===== config.mk =====
export PLATFORM = sky130hd
export DESIGN_NAME = slc_ram
export DESIGN_NICKNAME = d
export VERILOG_FILES = /design/src/hdl/slc_ram.sv
export SDC_FILE = /design/constraint.sdc
export NUM_CORES = 1
export LEC_CHECK = 0
export CAP_MARGIN = 15
export CELL_PAD_IN_SITES_DETAIL_PLACEMENT = 0
export CELL_PAD_IN_SITES_GLOBAL_PLACEMENT = 2
export CORE_UTILIZATION = 39
export CTS_CLUSTER_DIAMETER = 60
export DETAILED_ROUTE_END_ITERATION = 10
export DONT_BUFFER_PORTS = 1
export PLACE_DENSITY_LB_ADDON = 0.1
export SYNTH_ARGS = -nofsm -noshare
export SYNTH_HDL_FRONTEND = slang
export SYNTH_SLANG_ARGS = --single-unit

===== constraint.sdc =====
create_clock -name clock -period 2.26 [get_ports clock]
set_clock_uncertainty 0.1 [all_clocks]
set_input_delay 0.226 -clock clock [delete_from_list [all_inputs] [get_ports clock]]
set_output_delay 0.226 -clock clock [all_outputs]
set_load 0.02 [all_outputs]

===== src/hdl/slc_ram.sv =====
// Generic single-write, single-read RAM with registered read data.
module slc_ram #(
   parameter int WIDTH = 8,
   parameter int DEPTH = 16
) (
   input  logic                                   clock,
   input  logic                                   wr_en,
   input  logic [(DEPTH > 1 ? $clog2(DEPTH) : 1)-1:0] wr_addr,
   input  logic [WIDTH-1:0]                       wr_data,
   input  logic                                   rd_en,
   input  logic [(DEPTH > 1 ? $clog2(DEPTH) : 1)-1:0] rd_addr,
   output logic [WIDTH-1:0]                       rd_data
);

   logic [WIDTH-1:0] mem_ff [DEPTH];
   logic [WIDTH-1:0] rd_data_ff;

   always_ff @(posedge clock) begin
      if (wr_en) begin
         mem_ff[wr_addr] <= wr_data;
      end
      if (rd_en) begin
         rd_data_ff <= mem_ff[rd_addr];
      end
   end

   assign rd_data = rd_data_ff;

endmodule


==> flow_summary.yaml, run 1 <==
run_status:
  status: "completed"
floorplanning:
  die-height_um: 117.8
  initial_utilization: 0.4076
  std_cell_rows: 41
  die_w_um: 117.8
  core-area_um2: 12820
  pin_count: 27
  die_area_um2: 13870
logic_synthesis:
  yosysWarnings: 0
  syn_inst: 229
  synth_cell_types: 18
  synth_mux_area_frac: 0.1479
  yosys.area_share.adder: 0
  syn-cell-area_um2: 5228
  syn-num-nets: 248
  synth-simple-area-share: 0.03135
  synth_top_family_by_area: "multiplexers"
  synth_xor_area_frac: 0
  post_synth.cell_area_avg_um2: 22.83
  yosys_register_bits: 136
  synth-compound-area-share: 0.02298
  seq_area_frac_synth: 0.7812
cts:
  cts_setup_buffers: 0
  clk_pin_slew_ns: 0.06
  insertion_delay_ns: 0.41
  cts_tree: "built"
  numCtsBuffers: 17
  cts_num_sinks: 136
  h-tree-depth: 4
  clk_path_buf_depth: 2
  cts_root_buf: "clkbuf_16"
worst_hold_path:
  hold_depth: 2
  whs_endpoint: "mem_ff[4][1]"
  hp-start: "wr_addr[0]"
  hp-class: "in -> reg"
layout:
  stdcell_area_um2: 6168
  nFillCells: 1078
  fin_util: 0.4810
  area_growth_pct: 18.00
  drive_gt1_frac: 0.2374
  antennaDiodeCount: 0
  nNetsFinal: 284
place:
  dp_hpwl_um: 6654
  pre_cts_slack_ns: 0.6071
  place_congestion: 0.6754
  portBuffers: 0
  place_area_um2: 5492
worst_setup_path:
  crit_slowest_cell: "mux4_1"
  critPathCaptureType: "flip-flop"
  r2r_cells: 3
  arrival_ns: 1.73
  path_cells: "mux4_1, a22oi_1, nand2_1"
  critPathMaxFanout: 1
  ff2ff_setup_slack_ns: 0.58
  r2r-start: "mem_ff[1][2]"
  crit_path_start_kind: "flip-flop"
  critPathKind: "reg -> reg"
  cp.required_ns: 2.31
  reg2reg_to: "rd_data[2]"
  slowest_delay_ns: 0.52
  crit_family: "multiplexers"
  cp_num_buf_inv: 0
power_and_ir_drop:
  power_density_nw_per_um2: 936.8
  clock_power_share: 0.467
  ir_worst_vdd_uv: 441.2
  swShare: 0.1937
  intPower_mw: 4.659
  seq_power_share: 0.498
  p_leak_nw: 2.021
  combPwrFrac: 0.035
  p_sw_mw: 1.119
detailed_routing:
  first_pass_iters: 4
  routedWlPerCell_um: 23.06
  vias: 2293
  drt_iter0_markers: 124
  antenna_left: 0
  drt-total-wl_um: 10380
  vias_per_cell: 5.096
  drc: 0
sta:
  min_period_ns: 1.681
  setup_viol: 0
  hold_viol: 0
  worstMarginPinSlew_ns: 0.6046
  final.setup.tns_ns: 0
  drv_slew: 0
  slew_headroom: 0.5954
  fin_crit_sh: 0.7439
  layout_setup_ws_ns: 0.5789
  grt_setup_unrepaired: "false"
  fmax_mhz: 594.8
global_routing:
  grt_pass1_wl_um: 15700
  grt_max_degree: 33
  grt.total_usage: 0.1655
  antenna_found_initial: 0
  grt.overflow.total: 0
  grt_pass1_vias: 2497
run:
  cap_violations: 0
[synth_stat cells]
library cell / instances / area [µm²]
edfxtp_1: 136 / 4084
mux4_2: 18 / 405.4
a22oi_1: 16 / 120.1
mux4_1: 14 / 367.9
nor2_1: 13 / 48.80
nand2_1: 9 / 33.78
nor3_1: 4 / 20.02
buf_2: 3 / 15.01
buf_6: 3 / 33.78
clkdlybuf4s25_2: 3 / 30.03
nand2b_1: 2 / 12.51
nand3b_1: 2 / 15.01
and2_1: 1 / 6.260
and2b_1: 1 / 7.510
buf_4: 1 / 7.510
nand3_1: 1 / 5.000
nor2b_1: 1 / 6.260
or3b_2: 1 / 8.760
[worst max path at each step]
stage,startpoint,end,cells after the start
after detailed placement,mem_ff[1][2],rd_data[2],3
after global routing,mem_ff[5][2],rd_data[2],3
final,mem_ff[1][2],rd_data[2],3
after global placement,mem_ff[1][0],rd_data[0],3
after CTS,mem_ff[1][2],rd_data[2],3
after floorplan,wr_addr[2],mem_ff[0][0],2
[cell type report]
type | count | area [µm²] | share of cell area
Sequential cell | 136 | 4084 | 0.6621
Multi-Input combinational cell | 83 | 1057 | 0.1714
Clock buffer | 18 | 429.2 | 0.06957
Timing Repair Buffer | 27 | 225.2 | 0.03651
Tap cell | 172 | 215.2 | 0.03489
Clock inverter | 14 | 157.7 | 0.02556
[power by group through the flow]
stage	clock network, mW	registers (mW)	logic (mW)
after floorplan	0	2.92	0.143
after global placement	0	2.93	0.156
after detailed placement	0	2.93	0.158
after CTS	2.75	2.88	0.204
after global routing	2.85	2.88	0.219
final	2.70	2.88	0.200
[stage by stage]
step,power (mW),hold WS (ns),cells
final,5.779,0.07609,450
after global routing,5.951,0.06378,450
after CTS,5.836,0.05826,450
after detailed placement,3.089,0.2256,409
after global placement,3.084,0.2258,409
after floorplan,3.064,0.2249,229
[registers in the layout, summed over array words and instances (netlist names)]
signal	flops
mem_ff	128
rd_data	8
[routing by layer]
layer | track usage | part of all wire | vias to the layer above
met1 | 0.2166 | 0.43 | 1175
li1 | - | - | 1051
met4 | 0.08173 | 0.017 | 0
met2 | 0.2570 | 0.51 | 56
met5 | 0 | 0 | -
met3 | 0.04312 | 0.043 | 11
[logic make-up (layout without fill, tap and decap cells)]
logic type             count (synthesis)  count (layout)
DFF                                  136             136
and+or+nand+nor                       35              35
muxes                                 32              32
AOI/OAI and AO/OA                     16              16
buffers and inverters                 10              59
[timing repair]
action                     CTS  global route
hold buffers                 9             0
hold endpoints to repair   136             0
setup endpoints to repair    0             0
resized for setup            0             0
[cell usage in the layout (no fill, tap or decap), types with 4 or more instances in the layout]
cell type and n:
a22oi_1 16, buf_4 18, mux4_1 14, clkbuf_16 17, clkinv_2 4, dlygate4sd3_1 9
nor2_1 13, nor3_1 4, edfxtp_1 136, mux4_2 18, nand2_1 9
No activity file was read; power rests on OpenSTA's default activity.
==> run 2: changes to the inputs <==
clock period = 1.67 ns   (was 2.26 ns; I/O delays follow)
==> flow_summary.yaml, run 2 (synthesis gave the netlist of run 1 again) <==
run_status:
  status: "completed"
power_and_ir_drop:
  ir_worst_vdd_uv: 563.7
  combPwrFrac: 0.038
  power_density_nw_per_um2: 1230
  clock_power_share: 0.450
  swShare: 0.1928
  p_leak_nw: 2.032
  finalPower_mw: 7.605
  p_sw_mw: 1.466
  intPower_mw: 6.139
  seq_power_share: 0.512
cts:
  cts_root_buf: "clkbuf_16"
  h-tree-depth: 4
  insertion_delay_ns: 0.41
  clk_pin_slew_ns: 0.06
  cts_num_sinks: 136
  cts_tree: "built"
  numCtsBuffers: 17
  cts_setup_buffers: 0
  clk_path_buf_depth: 2
detailed_routing:
  vias: 2410
  drt-total-wl_um: 10630
  routedWlPerCell_um: 23.41
  antenna_left: 0
  drc: 0
  drt_iter0_markers: 183
  vias_per_cell: 5.308
  first_pass_iters: 4
global_routing:
  grt_max_degree: 33
  antenna_found_initial: 0
  grt_pass1_vias: 2636
  grt_pass1_wl_um: 16060
  grt.total_usage: 0.1664
  grt.overflow.total: 0
sta:
  hold_viol: 0
  final.setup.tns_ns: 0
  whs_ns: 0.01265
  slew_headroom: 0.6108
  setup_viol: 0
  grt_setup_unrepaired: "false"
  worstMarginPinSlew_ns: 0.5819
  fmax_mhz: 625.9
  min_period_ns: 1.598
  fin_crit_sh: 0.9567
  drv_slew: 0
worst_setup_path:
  critPathCaptureType: "flip-flop"
  arrival_ns: 1.64
  crit_path_start_kind: "flip-flop"
  critPathMaxFanout: 1
  cp.required_ns: 1.72
  critPathKind: "reg -> reg"
floorplanning:
  die-height_um: 117.8
  die_w_um: 117.8
  pin_count: 27
  die_area_um2: 13870
  initial_utilization: 0.4076
  std_cell_rows: 41
  core-area_um2: 12820
layout:
  antennaDiodeCount: 0
  fin_util: 0.4820
  largest_register_ffs: 128
  nFillCells: 1066
  layout_commonest_cell: "edfxtp_1"
  area_growth_pct: 18.24
  largest-register: "mem_ff"
  layout_common_cells: "edfxtp_1 (136), buf_4 (22), mux4_2 (18), clkbuf_16 (17), mux4_1 (14)"
  drive_gt1_frac: 0.2518
  seq_area_um2: 4084
  multiInputGateArea_um2: 1082
  nNetsFinal: 288
place:
  dp_hpwl_um: 6774
  place_congestion: 0.7737
  portBuffers: 0
run:
  cap_violations: 0
worst_hold_path:
  hp-class: "in -> reg"
-- run 2: final cells by class --
class,count,share of cell area
flip-flops and latches,136,0.6607
multi-input cells,83,0.1751
clock buffers,19,0.07004
repair buffers,31,0.04130
well taps,172,0.03482
clock inverters,13,0.01802
-- run 2: what timing repair did --
action / CTS / global route
endpoints found under the hold margin: 136 / 0
gates resized for setup: 1 / 3
pin swaps: 0 / 0
hold buffers: 9 / 0
endpoints found under the setup margin: 1 / 3
-- run 2: power groups by stage --
stage               registers (mW)  logic (mW)  clock network, mW
floorplan                     3.95       0.194                  0
CTS                           3.90       0.286               3.48
detailed placement            3.97       0.220                  0
global placement              3.96       0.217                  0
finish                        3.90       0.286               3.42
global route                  3.90       0.311               3.62
-- run 2: stage by stage --
stage               std cells  setup slack (ns)  area (µm²)
detailed placement        413          0.003778        5527
CTS                       454           0.03866        6166
global placement          413           0.04101        5527
floorplan                 229            0.1206        5233
global route              454           0.02080        6181
finish                    454           0.07230        6181
-- run 2: path summary, 6_finish.rpt --
check,from,endpoint,slack (ns),depth (start not counted)
min,wr_addr[0],mem_ff[4][2],0.01,2
min reg2reg,mem_ff[3][5],rd_data[5],0.65,3
max,mem_ff[1][0],rd_data[0],0.07,3
max reg2reg,mem_ff[1][0],rd_data[0],0.07,3
-- run 2: per-layer routing --
metal	global-route usage	wire (µm)	vias up
li1	-	-	1065
met1	0.2250	4823	1263
met2	0.2596	5116	66
met3	0.04118	529	16
met4	0.06490	158	0
met5	0	0	-
-- run 2: worst max-delay path, cell delays in order, from the launching register on --
cell and delay, ns:
edfxtp_1 0.36, mux4_1 0.54, a22oi_2 0.23, nand2_1 0.10
